$ cat config.mk
export PLATFORM = sky130hd
export DESIGN_NAME = input_event_to_pointer_keypad_top_flat
export DESIGN_NICKNAME = d
export VERILOG_FILES = /design/src/hdl/ievkp_pkg.sv /design/src/hdl/ievkp_if.sv /design/src/hdl/ievkp_scale.sv /design/src/hdl/input_event_to_pointer_keypad_top.sv /design/src/flat_wrapper.sv
export SDC_FILE = /design/constraint.sdc
export NUM_CORES = 1
export LEC_CHECK = 0
export ABC_AREA = 1
export BUFFER_PORTS_ARGS = -buffer_cell sky130_fd_sc_hd__buf_2
export CORE_ASPECT_RATIO = 0.75
export CORE_MARGIN = 2
export CORE_UTILIZATION = 30
export CTS_CLUSTER_SIZE = 30
export DETAILED_ROUTE_END_ITERATION = 7
export GPL_TIMING_DRIVEN = 0
export RECOVER_POWER = 25
export SLEW_MARGIN = 20
export SYNTH_ARGS = -nofsm -noshare
export SYNTH_HDL_FRONTEND = slang
export SYNTH_SLANG_ARGS = --single-unit
$ cat constraint.sdc
create_clock -name i_clk -period 8.3 [get_ports i_clk]
set_input_delay 0.415 -clock i_clk [delete_from_list [all_inputs] [get_ports i_clk]]
set_output_delay 0.415 -clock i_clk [all_outputs]
set_load 0.03 [all_outputs]
$ cat src/hdl/ievkp_pkg.sv
// Shared types, constants and key decode for the input event to pointer/keypad block.
package ievkp_pkg;

    // Free ring size used when the top level is not overridden.
    localparam int DEF_RING_SIZE = 16;

    // Configuration port geometry and register indexes.
    localparam int CFG_IDX_W  = 2;
    localparam int CFG_DATA_W = 13;
    localparam logic [CFG_IDX_W-1:0] CFG_TABLET_MODE   = 2'd0;
    localparam logic [CFG_IDX_W-1:0] CFG_SCREEN_WIDTH  = 2'd1;
    localparam logic [CFG_IDX_W-1:0] CFG_SCREEN_HEIGHT = 2'd2;

    // Configuration reset values.
    localparam logic [CFG_DATA_W-1:0] RST_SCREEN_WIDTH  = 13'd800;
    localparam logic [CFG_DATA_W-1:0] RST_SCREEN_HEIGHT = 13'd480;

    // Event types, axis codes and the left button code.
    localparam logic [15:0] EVT_KEY     = 16'd1;
    localparam logic [15:0] EVT_ABS     = 16'd3;
    localparam logic [15:0] AXIS_X      = 16'd0;
    localparam logic [15:0] AXIS_Y      = 16'd1;
    localparam logic [15:0] BUTTON_LEFT = 16'h0110;

    // Keyboard codes that map to dense key ids.
    localparam logic [15:0] KC_UP        = 16'd103;
    localparam logic [15:0] KC_DOWN      = 16'd108;
    localparam logic [15:0] KC_LEFT      = 16'd105;
    localparam logic [15:0] KC_RIGHT     = 16'd106;
    localparam logic [15:0] KC_ENTER     = 16'd28;
    localparam logic [15:0] KC_BACKSPACE = 16'd14;
    localparam logic [15:0] KC_ESC       = 16'd1;
    localparam logic [15:0] KC_NEXT      = 16'd15;
    localparam logic [15:0] KC_END       = 16'd107;
    localparam logic [15:0] KC_HOME      = 16'd102;
    localparam logic [15:0] KC_DEL       = 16'd111;

    // Dense key ids; zero means the code is not mapped.
    localparam logic [3:0] KEY_NONE      = 4'd0;
    localparam logic [3:0] KEY_UP        = 4'd1;
    localparam logic [3:0] KEY_DOWN      = 4'd2;
    localparam logic [3:0] KEY_LEFT      = 4'd3;
    localparam logic [3:0] KEY_RIGHT     = 4'd4;
    localparam logic [3:0] KEY_ENTER     = 4'd5;
    localparam logic [3:0] KEY_BACKSPACE = 4'd6;
    localparam logic [3:0] KEY_ESC       = 4'd7;
    localparam logic [3:0] KEY_NEXT      = 4'd8;
    localparam logic [3:0] KEY_END       = 4'd9;
    localparam logic [3:0] KEY_HOME      = 4'd10;
    localparam logic [3:0] KEY_DEL       = 4'd11;

    // Scaling: position = value * size / 32767, saturating at 65535.
    localparam int PROD_W = 45;
    localparam logic [PROD_W-1:0] SAT_LIMIT = 45'd2147418112; // 65536 * 32767
    localparam logic [16:0] FULL_SCALE_1 = 17'd32767;
    localparam logic [16:0] FULL_SCALE_2 = 17'd65534;
    localparam logic [16:0] FULL_SCALE_3 = 17'd98301;

    // Decoded event carried from the input register to the result stage.
    typedef struct packed {
        logic       keep;      // buffer id is inside the ring
        logic       upd_x;
        logic       upd_y;
        logic       upd_btn;
        logic       upd_key;
        logic [3:0] key;
        logic       down;      // event value is nonzero
        logic [3:0] buf_id;
    } t_ctl;

    // Map a keyboard code to its dense key id.
    function automatic logic [3:0] map_key(input logic [15:0] code);
        logic [3:0] k;
        case (code)
            KC_UP:        k = KEY_UP;
            KC_DOWN:      k = KEY_DOWN;
            KC_LEFT:      k = KEY_LEFT;
            KC_RIGHT:     k = KEY_RIGHT;
            KC_ENTER:     k = KEY_ENTER;
            KC_BACKSPACE: k = KEY_BACKSPACE;
            KC_ESC:       k = KEY_ESC;
            KC_NEXT:      k = KEY_NEXT;
            KC_END:       k = KEY_END;
            KC_HOME:      k = KEY_HOME;
            KC_DEL:       k = KEY_DEL;
            default:      k = KEY_NONE;
        endcase
        return k;
    endfunction

endpackage

$ cat src/hdl/ievkp_if.sv
// Valid/ready channel interfaces for input events and result beats.
interface ievkp_event_if;
    logic        valid;
    logic        ready;
    logic [15:0] event_type;
    logic [15:0] event_code;
    logic [31:0] event_value;
    logic [15:0] buffer_id;

    modport source (output valid, event_type, event_code, event_value, buffer_id,
                    input ready);
    modport sink (input valid, event_type, event_code, event_value, buffer_id,
                  output ready);
endinterface

interface ievkp_result_if;
    logic        valid;
    logic        ready;
    logic [15:0] pointer_x;
    logic [15:0] pointer_y;
    logic        pointer_down;
    logic [3:0]  key_id;
    logic        key_down;
    logic        recycle_valid;
    logic [3:0]  recycle_slot;
    logic [3:0]  recycle_buffer;
    logic [15:0] free_index;

    modport source (output valid, pointer_x, pointer_y, pointer_down, key_id, key_down,
                    recycle_valid, recycle_slot, recycle_buffer, free_index,
                    input ready);
    modport sink (input valid, pointer_x, pointer_y, pointer_down, key_id, key_down,
                  recycle_valid, recycle_slot, recycle_buffer, free_index,
                  output ready);
endinterface

$ cat src/hdl/ievkp_scale.sv
// Divide a registered axis product by 32767 and saturate to 16 bits.
module ievkp_scale (
    input  logic [ievkp_pkg::PROD_W-1:0] i_prod,
    output logic [15:0]                  o_pos
);

    logic        sat;
    logic [15:0] hi;
    logic [14:0] lo;
    logic [16:0] sum;
    logic [1:0]  corr;
    logic [16:0] quo;

    // Any product at or above 65536 * 32767 saturates.
    assign sat = (i_prod >= ievkp_pkg::SAT_LIMIT);

    // p = hi * 32768 + lo = hi * 32767 + (hi + lo), so the quotient is
    // hi plus (hi + lo) / 32767, which is at most three.
    assign hi  = i_prod[30:15];
    assign lo  = i_prod[14:0];
    assign sum = {1'b0, hi} + {2'b00, lo};

    always_comb begin
        if (sum >= ievkp_pkg::FULL_SCALE_3) begin
            corr = 2'd3;
        end else if (sum >= ievkp_pkg::FULL_SCALE_2) begin
            corr = 2'd2;
        end else if (sum >= ievkp_pkg::FULL_SCALE_1) begin
            corr = 2'd1;
        end else begin
            corr = 2'd0;
        end
    end

    assign quo   = {1'b0, hi} + {15'd0, corr};
    assign o_pos = sat ? 16'hFFFF : quo[15:0];

endmodule

$ cat src/hdl/input_event_to_pointer_keypad_top.sv
// Top level: input event decoder to pointer and keypad state with free-ring recycling.
//
// Input events arrive as beats on i_evt (valid/ready); one result beat leaves on
// o_res for every accepted event. A result carries the pointer and keypad state
// after that event, the recycle slot and buffer when the buffer id lies inside
// the ring, and the free ring producer index.
// The first stage registers the decoded event and the 32x13 axis product; the
// second divides by 32767, saturates and updates the state together with the
// result register. Throughput is one event per cycle while o_res.ready is high,
// set by the two pipeline registers.
// When the receiver stalls, the result register holds and the input stage can
// still take one more beat; after that i_evt.ready drops until o_res drains.
// Reset clears the pipeline and the state, sets screen size to 800 by 480,
// keyboard mode, and the producer index to the ring size. Configuration is
// written through i_cfg_we/i_cfg_idx/i_cfg_data; the user must write it only
// while idle, since the block itself does not enforce this.
module input_event_to_pointer_keypad_top #(
    parameter int RING_SIZE = ievkp_pkg::DEF_RING_SIZE
) (
    input  logic                             i_clk,
    input  logic                             i_rst_n,
    input  logic                             i_cfg_we,
    input  logic [ievkp_pkg::CFG_IDX_W-1:0]  i_cfg_idx,
    input  logic [ievkp_pkg::CFG_DATA_W-1:0] i_cfg_data,
    ievkp_event_if.sink                      i_evt,
    ievkp_result_if.source                   o_res
);

    localparam int SLOT_W = (RING_SIZE > 1) ? $clog2(RING_SIZE) : 1;
    localparam logic [SLOT_W-1:0] SLOT_LAST = SLOT_W'(RING_SIZE - 1);

    // Configuration registers.
    logic                             r_tablet_mode;
    logic [ievkp_pkg::CFG_DATA_W-1:0] r_screen_w;
    logic [ievkp_pkg::CFG_DATA_W-1:0] r_screen_h;

    // Input stage.
    logic                          r1_valid;
    ievkp_pkg::t_ctl               r1_ctl;
    logic [ievkp_pkg::PROD_W-1:0]  r1_prod;

    // State and result stage.
    logic        r_out_valid;
    logic [15:0] r_pos_x;
    logic [15:0] r_pos_y;
    logic        r_button_held;
    logic [3:0]  r_recent_key;
    logic        r_key_held;
    logic [15:0] r_free_prod;
    logic [SLOT_W-1:0] r_slot;
    logic        r_rec_valid;
    logic [3:0]  r_rec_slot;
    logic [3:0]  r_rec_buf;

    logic                          in_acc;
    logic                          s2_load;
    ievkp_pkg::t_ctl               n_ctl;
    logic [ievkp_pkg::PROD_W-1:0]  n_prod;
    logic [ievkp_pkg::CFG_DATA_W-1:0] axis_size;
    logic                          id_ok;
    logic                          is_abs;
    logic                          is_key;
    logic [3:0]                    key_map;
    logic [15:0]                   scaled;
    logic [SLOT_W-1:0]             n_slot;
    logic [15:0]                   slot_ext;

    // Handshake: the result stage loads when its register is free or draining.
    assign s2_load     = r1_valid && (!r_out_valid || o_res.ready);
    assign i_evt.ready = !r1_valid || s2_load;
    assign in_acc      = i_evt.valid && i_evt.ready;

    // Configuration writes.
    always_ff @(posedge i_clk) begin
        if (!i_rst_n) begin
            r_tablet_mode <= 1'b0;
            r_screen_w    <= ievkp_pkg::RST_SCREEN_WIDTH;
            r_screen_h    <= ievkp_pkg::RST_SCREEN_HEIGHT;
        end else if (i_cfg_we) begin
            unique case (i_cfg_idx)
                ievkp_pkg::CFG_TABLET_MODE:   r_tablet_mode <= i_cfg_data[0];
                ievkp_pkg::CFG_SCREEN_WIDTH:  r_screen_w    <= i_cfg_data;
                ievkp_pkg::CFG_SCREEN_HEIGHT: r_screen_h    <= i_cfg_data;
                default: begin
                end
            endcase
        end
    end

    // Event decode and axis product for the input register.
    assign id_ok     = (i_evt.buffer_id < 16'(RING_SIZE));
    assign is_abs    = (i_evt.event_type == ievkp_pkg::EVT_ABS);
    assign is_key    = (i_evt.event_type == ievkp_pkg::EVT_KEY);
    assign key_map   = ievkp_pkg::map_key(i_evt.event_code);
    assign axis_size = (i_evt.event_code == ievkp_pkg::AXIS_Y) ? r_screen_h : r_screen_w;
    assign n_prod    = ievkp_pkg::PROD_W'(i_evt.event_value)
                       * ievkp_pkg::PROD_W'(axis_size);

    always_comb begin
        n_ctl.keep    = id_ok;
        n_ctl.upd_x   = id_ok && r_tablet_mode && is_abs
                        && (i_evt.event_code == ievkp_pkg::AXIS_X);
        n_ctl.upd_y   = id_ok && r_tablet_mode && is_abs
                        && (i_evt.event_code == ievkp_pkg::AXIS_Y);
        n_ctl.upd_btn = id_ok && r_tablet_mode && is_key
                        && (i_evt.event_code == ievkp_pkg::BUTTON_LEFT);
        n_ctl.upd_key = id_ok && !r_tablet_mode && is_key
                        && (key_map != ievkp_pkg::KEY_NONE);
        n_ctl.key     = key_map;
        n_ctl.down    = (i_evt.event_value != 32'd0);
        n_ctl.buf_id  = i_evt.buffer_id[3:0];
    end

    // Input register.
    always_ff @(posedge i_clk) begin
        if (!i_rst_n) begin
            r1_valid <= 1'b0;
        end else if (in_acc) begin
            r1_valid <= 1'b1;
        end else if (s2_load) begin
            r1_valid <= 1'b0;
        end
    end

    always_ff @(posedge i_clk) begin
        if (in_acc) begin
            r1_ctl  <= n_ctl;
            r1_prod <= n_prod;
        end
    end

    // Divide by full scale and saturate.
    ievkp_scale u_scale (
        .i_prod (r1_prod),
        .o_pos  (scaled)
    );

    // Ring slot follows the producer index modulo the ring size, restarting
    // when the 16-bit index wraps.
    always_comb begin
        if (r_free_prod == 16'hFFFF || r_slot == SLOT_LAST) begin
            n_slot = '0;
        end else begin
            n_slot = r_slot + SLOT_W'(1);
        end
    end

    assign slot_ext = 16'(r_slot);

    // Result stage: state update and result register.
    always_ff @(posedge i_clk) begin
        if (!i_rst_n) begin
            r_out_valid   <= 1'b0;
            r_pos_x       <= 16'd0;
            r_pos_y       <= 16'd0;
            r_button_held <= 1'b0;
            r_recent_key  <= ievkp_pkg::KEY_NONE;
            r_key_held    <= 1'b0;
            r_free_prod   <= 16'(RING_SIZE);
            r_slot        <= '0;
            r_rec_valid   <= 1'b0;
            r_rec_slot    <= 4'd0;
            r_rec_buf     <= 4'd0;
        end else begin
            if (s2_load) begin
                r_out_valid <= 1'b1;
            end else if (o_res.ready) begin
                r_out_valid <= 1'b0;
            end
            if (s2_load) begin
                if (r1_ctl.upd_x) begin
                    r_pos_x <= scaled;
                end
                if (r1_ctl.upd_y) begin
                    r_pos_y <= scaled;
                end
                if (r1_ctl.upd_btn) begin
                    r_button_held <= r1_ctl.down;
                end
                if (r1_ctl.upd_key) begin
                    r_recent_key <= r1_ctl.key;
                    r_key_held   <= r1_ctl.down;
                end
                r_rec_valid <= r1_ctl.keep;
                if (r1_ctl.keep) begin
                    r_rec_slot  <= slot_ext[3:0];
                    r_rec_buf   <= r1_ctl.buf_id;
                    r_free_prod <= r_free_prod + 16'd1;
                    r_slot      <= n_slot;
                end else begin
                    r_rec_slot <= 4'd0;
                    r_rec_buf  <= 4'd0;
                end
            end
        end
    end

    // Result beat.
    assign o_res.valid          = r_out_valid;
    assign o_res.pointer_x      = r_pos_x;
    assign o_res.pointer_y      = r_pos_y;
    assign o_res.pointer_down   = r_button_held;
    assign o_res.key_id         = r_recent_key;
    assign o_res.key_down       = r_key_held;
    assign o_res.recycle_valid  = r_rec_valid;
    assign o_res.recycle_slot   = r_rec_slot;
    assign o_res.recycle_buffer = r_rec_buf;
    assign o_res.free_index     = r_free_prod;

endmodule
$ cat src/flat_wrapper.sv
// flat-port wrapper written by rule: the top's interface ports become plain ports
module input_event_to_pointer_keypad_top_flat 
#(
    parameter int RING_SIZE = ievkp_pkg::DEF_RING_SIZE
)
  (i_clk, i_rst_n, i_cfg_we, i_cfg_idx, i_cfg_data, i_evt_valid, i_evt_event_type, i_evt_event_code, i_evt_event_value, i_evt_buffer_id, i_evt_ready, o_res_valid, o_res_pointer_x, o_res_pointer_y, o_res_pointer_down, o_res_key_id, o_res_key_down, o_res_recycle_valid, o_res_recycle_slot, o_res_recycle_buffer, o_res_free_index, o_res_ready);
  ievkp_event_if i_evt_i ();
  ievkp_result_if o_res_i ();
  input  logic i_clk;
  input  logic i_rst_n;
  input  logic i_cfg_we;
  input  logic [ievkp_pkg::CFG_IDX_W-1:0] i_cfg_idx;
  input  logic [ievkp_pkg::CFG_DATA_W-1:0] i_cfg_data;
  input wire logic [$bits(i_evt_i.valid)-1:0] i_evt_valid;
  input wire logic [$bits(i_evt_i.event_type)-1:0] i_evt_event_type;
  input wire logic [$bits(i_evt_i.event_code)-1:0] i_evt_event_code;
  input wire logic [$bits(i_evt_i.event_value)-1:0] i_evt_event_value;
  input wire logic [$bits(i_evt_i.buffer_id)-1:0] i_evt_buffer_id;
  output wire logic [$bits(i_evt_i.ready)-1:0] i_evt_ready;
  output wire logic [$bits(o_res_i.valid)-1:0] o_res_valid;
  output wire logic [$bits(o_res_i.pointer_x)-1:0] o_res_pointer_x;
  output wire logic [$bits(o_res_i.pointer_y)-1:0] o_res_pointer_y;
  output wire logic [$bits(o_res_i.pointer_down)-1:0] o_res_pointer_down;
  output wire logic [$bits(o_res_i.key_id)-1:0] o_res_key_id;
  output wire logic [$bits(o_res_i.key_down)-1:0] o_res_key_down;
  output wire logic [$bits(o_res_i.recycle_valid)-1:0] o_res_recycle_valid;
  output wire logic [$bits(o_res_i.recycle_slot)-1:0] o_res_recycle_slot;
  output wire logic [$bits(o_res_i.recycle_buffer)-1:0] o_res_recycle_buffer;
  output wire logic [$bits(o_res_i.free_index)-1:0] o_res_free_index;
  input wire logic [$bits(o_res_i.ready)-1:0] o_res_ready;
  assign i_evt_i.valid = i_evt_valid;
  assign i_evt_i.event_type = i_evt_event_type;
  assign i_evt_i.event_code = i_evt_event_code;
  assign i_evt_i.event_value = i_evt_event_value;
  assign i_evt_i.buffer_id = i_evt_buffer_id;
  assign i_evt_ready = i_evt_i.ready;
  assign o_res_valid = o_res_i.valid;
  assign o_res_pointer_x = o_res_i.pointer_x;
  assign o_res_pointer_y = o_res_i.pointer_y;
  assign o_res_pointer_down = o_res_i.pointer_down;
  assign o_res_key_id = o_res_i.key_id;
  assign o_res_key_down = o_res_i.key_down;
  assign o_res_recycle_valid = o_res_i.recycle_valid;
  assign o_res_recycle_slot = o_res_i.recycle_slot;
  assign o_res_recycle_buffer = o_res_i.recycle_buffer;
  assign o_res_free_index = o_res_i.free_index;
  assign o_res_i.ready = o_res_ready;
  input_event_to_pointer_keypad_top #(.RING_SIZE(RING_SIZE)) u_core (.i_clk(i_clk), .i_rst_n(i_rst_n), .i_cfg_we(i_cfg_we), .i_cfg_idx(i_cfg_idx), .i_cfg_data(i_cfg_data), .i_evt(i_evt_i), .o_res(o_res_i));
endmodule
# After elaboration in Yosys (flattened, before gate mapping)
# Cells that the tools add are included.
# totals
ff_bits	155
input_bits	100
output_inout_bits	65
word_cells	96
# classes
add_sub_neg	4
multipliers	1
order_cmp	5
eq_ne	18
n_mux	13
reduce_logical	31
# ops
cell	n
$eq A16 B7 Y1 const B	7
$ge A45 B31 Y1 const B	1
$mul A32 B13 Y45	1
$pmux W4 S11	1
$eq A16 B1 Y1 const B	2
$eq A16 B4 Y1 const B	2
$reduce_bool A32 Y1	1
$add A16 B15 Y17	1
$ge A17 B15 Y1 const B	1
$ge A17 B16 Y1 const B	1
$ge A17 B17 Y1 const B	1
$add A16 B1 Y16 const B	1
$add A16 B2 Y16	1
$eq A16 B16 Y1 const B	1
$eq A16 B2 Y1 const B	1
$eq A16 B5 Y1 const B	1
$eq A16 B9 Y1 const B	1
$logic_not A16 Y1	1
$lt A16 B5 Y1 const B	1
$mux W16	1
$reduce_and A2 Y1	8
$mux W13	1
$mux W4	3
$logic_and A1 B1 Y1	11
other kinds (11)	21

# Longest topological paths before layout
# depth
ltp_word	7
mapped_depth	34
ltp_nobuf	33

# By module
# From an unflattened synthesis, not the netlist that was laid out.
# hier_totals
cells_unflattened	2924
hier_area_um2	21628.2
# modules_own_cells
module	n_inst	cells_each	area_per_inst_um2	seq_area_each_um2
input_event_to_pointer_keypad_top	1	2584	19884.1	3693.5
ievkp_scale	1	340	1744.2	0.0

# Worst setup path before layout
# Ideal clock, no wire load.
# synth_path
path_type	in2reg
startpoint	in i_evt_event_code[9]
endpoint	reg u_core.r1_prod[29] in the netlist's numbering (data pin)
setup_ns	0.259
arrival_ns	5.773
t_required_ns	8.041
setup_slack_ns	2.268
stages	26
path_buffers	2
cell_sequence	nor2_1 -> nand2_1 -> nor3_4 -> nand2_2 -> buf_6 -> o21ai_2 -> buf_6 -> nor2_1 -> fa_1 -> inv_1 -> fa_1 -> inv_1 -> fa_1 -> inv_1 -> fa_1 -> fa_1 -> inv_1 -> ha_1 -> a21oi_1 -> o21ai_0 -> a21oi_1 -> o21ai_0 -> a21oi_1 -> o21ai_0 -> nand2_1 -> nand2_1
# synth_between
elab_chain_len	3
# synth_rtl
item	line_no	text
start: declaration	flat_wrapper.sv:16	input wire logic [$bits(i_evt_i.event_code)-1:0] i_evt_event_code;
$eq A16 B1 Y1	input_event_to_pointer_keypad_top.sv:95	assign axis_size = (i_evt.event_code == ievkp_pkg::AXIS_Y) ? r_screen_h : r_screen_w;
$mux W13	input_event_to_pointer_keypad_top.sv:95	
$mul A32 B13 Y45	input_event_to_pointer_keypad_top.sv:97	* ievkp_pkg::PROD_W'(axis_size);
net u_core.n_prod, one bit	input_event_to_pointer_keypad_top.sv:58	logic [ievkp_pkg::PROD_W-1:0] n_prod;
end signal: assignment	input_event_to_pointer_keypad_top.sv:128	r1_prod <= n_prod;
end: declaration	input_event_to_pointer_keypad_top.sv:40	logic [ievkp_pkg::PROD_W-1:0] r1_prod;
# The timed path passes the listed nets, and every way through them passes these cells.
# A chain may end at the register's enable or synchronous reset.

# Worst setup path in the final report
# layout_path
startpoint	in i_evt_event_code[9]
endpoint	reg u_core.r1_prod[34] in the netlist's numbering (data pin)
# The elaborated chain is that of the path after synthesis.

==> flow_metrics.tcl <==
set metrics [dict create \
    area_delta_synth_final_pct 11.71 \
    fmax_mhz 137.4 \
    worst_ep_required_time_ns 8.46 \
    mostFrequentLayoutCells "inv_1 (578), nand2_1 (538), nor2_1 (357), fa_1 (332), buf_2 (121)" \
    fin_crit_ns 7.278 \
    insertion_delay_ns 0.44 \
    fillers 7522 \
    die_h_um 233.5 \
    portBuffers 142 \
    synth-seq-area-share_pct 17.53 \
    setup_viol 0 \
    worst_pin_slew_ns 3.017 \
    status "finished, violations left" \
    dpl.hpwl_um 52590 \
    failed_checks "capacitance limit, slew limit" \
    dr.pass1.iters 6 \
    routabilityCongestion 0.9326 \
    numCtsBuffers 17 \
    cp-start-kind "primary input" \
    track_usage_pct 17.65 \
    hold_depth 1 \
    setup_ws_ns 1.022 \
    vdd_drop_max_v 0.0001781 \
    cts_tree "built" \
    ios 165 \
    synth_ff_type "dfxtp_1" \
    num_rows 84 \
    cp_num_buf_inv 7 \
    rsz0062_at_grt "no" \
    drt-wirelength-per-cell_um 16.35 \
    final_common_cell "inv_1" \
    globalRouteOverflowTotal 0 \
    dieArea_mm2 0.07240 \
    root_buffer "clkbuf_16" \
    drc 0 \
    hold_end "u_core.r1_ctl[0]$_DFFE_PP_" \
    synthCells 2707 \
    r2r_cells 19 \
    critPathArrivalTime_ns 7.44 \
    hold_buffers 0 \
    vias_per_cell 4.654 \
    clkSinkCount 155 \
    postSynthAreaPerCell_um2 7.785 \
    dieWidth_um 310.0 \
    design.core.area_mm2 0.06979 \
    cts_resized 0 \
    setup_tns_ns 0 \
    r2r-start "u_core.r_screen_h[12]$_SDFFE_PN0P_" \
    ys_types 47 \
    grt_pass1_vias 17630 \
    cts.path.max_buffers 2 \
    critPathMaxStageDelay_ns 0.68 \
    syn_area_mm2 0.02107 \
    pre_cts_ws_ns 0.7230 \
    worstPathMaxFanout 10 \
    start_util_pct 30.20 \
    hp-start "i_evt_buffer_id[0]" \
    grt_max_degree 56 \
    synth_nets 3248 \
    crit_type "primary input to flip-flop" \
    synth_edf_count 59 \
    ant_nets 0 \
    antenna_found_initial 1 \
    async_flop_share_pct 0 \
    grt_pass1_wl_um 99090 \
    slew_violations 56 \
    crit_start "i_evt_event_code[9]" \
    slowest_stage "o21ai_2" \
    cp.depth 25 \
    power.density_mw_per_mm2 283.9 \
    ys_ff_latch 155 \
    clock_skew_ns 0.01679 \
    r2r-end "u_core.r1_prod[34]$_DFFE_PP_" \
    cts_setup_buffers 0 \
    cp-end-kind "flip-flop" \
    fin_crit_sh_pct 87.69 \
    max_cap_violations 1 \
    drt-total-wl_um 62590 \
    leakagePower_uw 0.01184 \
    path_clk_slew_ns 0.07 \
    post_layout_nonfiller_instances 3829 \
    htree_levels 4 \
    path_delay_family "adder cells" \
    hold_viol_final 0 \
    r2r_setup_slack_ns 1.66 \
    yosysWarningCount 0 \
    slew_headroom_pct -101.1 \
    initialDrtViolationCount 1457 \
    vias 17820 \
    drive_above_1_share_pct 8.570 \
    hp-class "primary input to flip-flop" \
    final_nets 3410 \
    dp.cells 3796 \
]
==> registers in the layout, indices dropped and copies added (netlist names) <==
name,cells
u_core.r1_prod,45
u_core.o_res.free_index,16
u_core.o_res.pointer_x,16
u_core.o_res.pointer_y,16
u_core.r1_ctl,14
u_core.r_screen_h,13
u_core.r_screen_w,13
u_core.o_res.key_id,4
u_core.o_res.recycle_buffer,4
u_core.o_res.recycle_slot,4
u_core.r_slot,4
u_core.o_res.key_down,1
u_core.o_res.pointer_down,1
u_core.o_res.recycle_valid,1
u_core.o_res.valid,1
u_core.r1_valid,1
u_core.r_tablet_mode,1
==> synthesized netlist by cell type (all sizes together) (31+ instances only) <==
cell type  count  area share [%]
nand4         31            0.92
buf           39             1.6
edfxtp        59             8.4
nand3         79             1.9
xor2          37             1.5
inv          587              10
nor2         358             6.4
o21ai         99             2.5
fa           332              32
nand2        565              10
a21oi        108             2.6
dfxtp         96             9.1
clkbuf        43            0.77
ha           109             6.5
==> through the flow <==
stage          power, uW  hold slack [ns]  util (%)  area [um^2]
5_1_grt             7388           0.1235     33.73        23540
4_1_cts             6690           0.1293     33.81        23600
6_report            6684           0.1491     33.73        23540
3_3_place_gp        5830           0.4325     32.91        22970
2_1_floorplan       4483           0.4211         -        21070
3_5_place_dp        5858           0.4396     32.95        23000
==> logic make-up (layout without fill, tap and decap cells) <==
kind of cell | Yosys count | count (layout) | synth area share (%)
xor+xnor | 51 | 51 | 2.120
other cells | 0 | 1 | 0
flops | 155 | 155 | 17.53
fa+ha+maj | 441 | 441 | 38.01
simple gates | 1118 | 1118 | 22.19
buf+inv | 673 | 848 | 12.94
compound gates | 269 | 269 | 7.208
==> layer usage <==
layer,vias up,track usage [%],part of all wire [%]
met5,-,0,0
met4,0,2.415,1.0
met3,43,5.308,9.7
met2,595,26.51,42
met1,8661,25.38,47
li1,8521,-,-
==> final cells by class <==
cell class | instances | area, um^2 | share of cell area [%]
Antenna cell | 1 | 2.502 | 0.01063
Buffer | 82 | 500.5 | 2.126
Clock buffer | 19 | 454.2 | 1.929
Clock inverter | 13 | 145.1 | 0.6165
Inverter | 591 | 2227 | 9.461
Multi-Input combinational cell | 1879 | 14650 | 62.24
Sequential cell | 155 | 3694 | 15.69
Tap cell | 946 | 1184 | 5.028
Timing Repair Buffer | 143 | 683.2 | 2.902
==> worst max path at each step <==
stage | endpoint
after floorplan | u_core.r1_prod[29]$_DFFE_PP_
after global placement | u_core.r1_prod[29]$_DFFE_PP_
after detailed placement | u_core.r1_prod[29]$_DFFE_PP_
after CTS | u_core.r1_prod[29]$_DFFE_PP_
after global routing | u_core.r1_prod[29]$_DFFE_PP_
final | u_core.r1_prod[34]$_DFFE_PP_
==> where the power goes <==
group          total, uW  leakage, uW  internal, uW  switching [uW]
clock                802     0.000300           446             356
sequential          1180      0.00136          1060             114
combinational       4700       0.0102          1610            3090
total               6680       0.0118          3120            3560
Note: power is estimated with default switching activity, not from simulation.
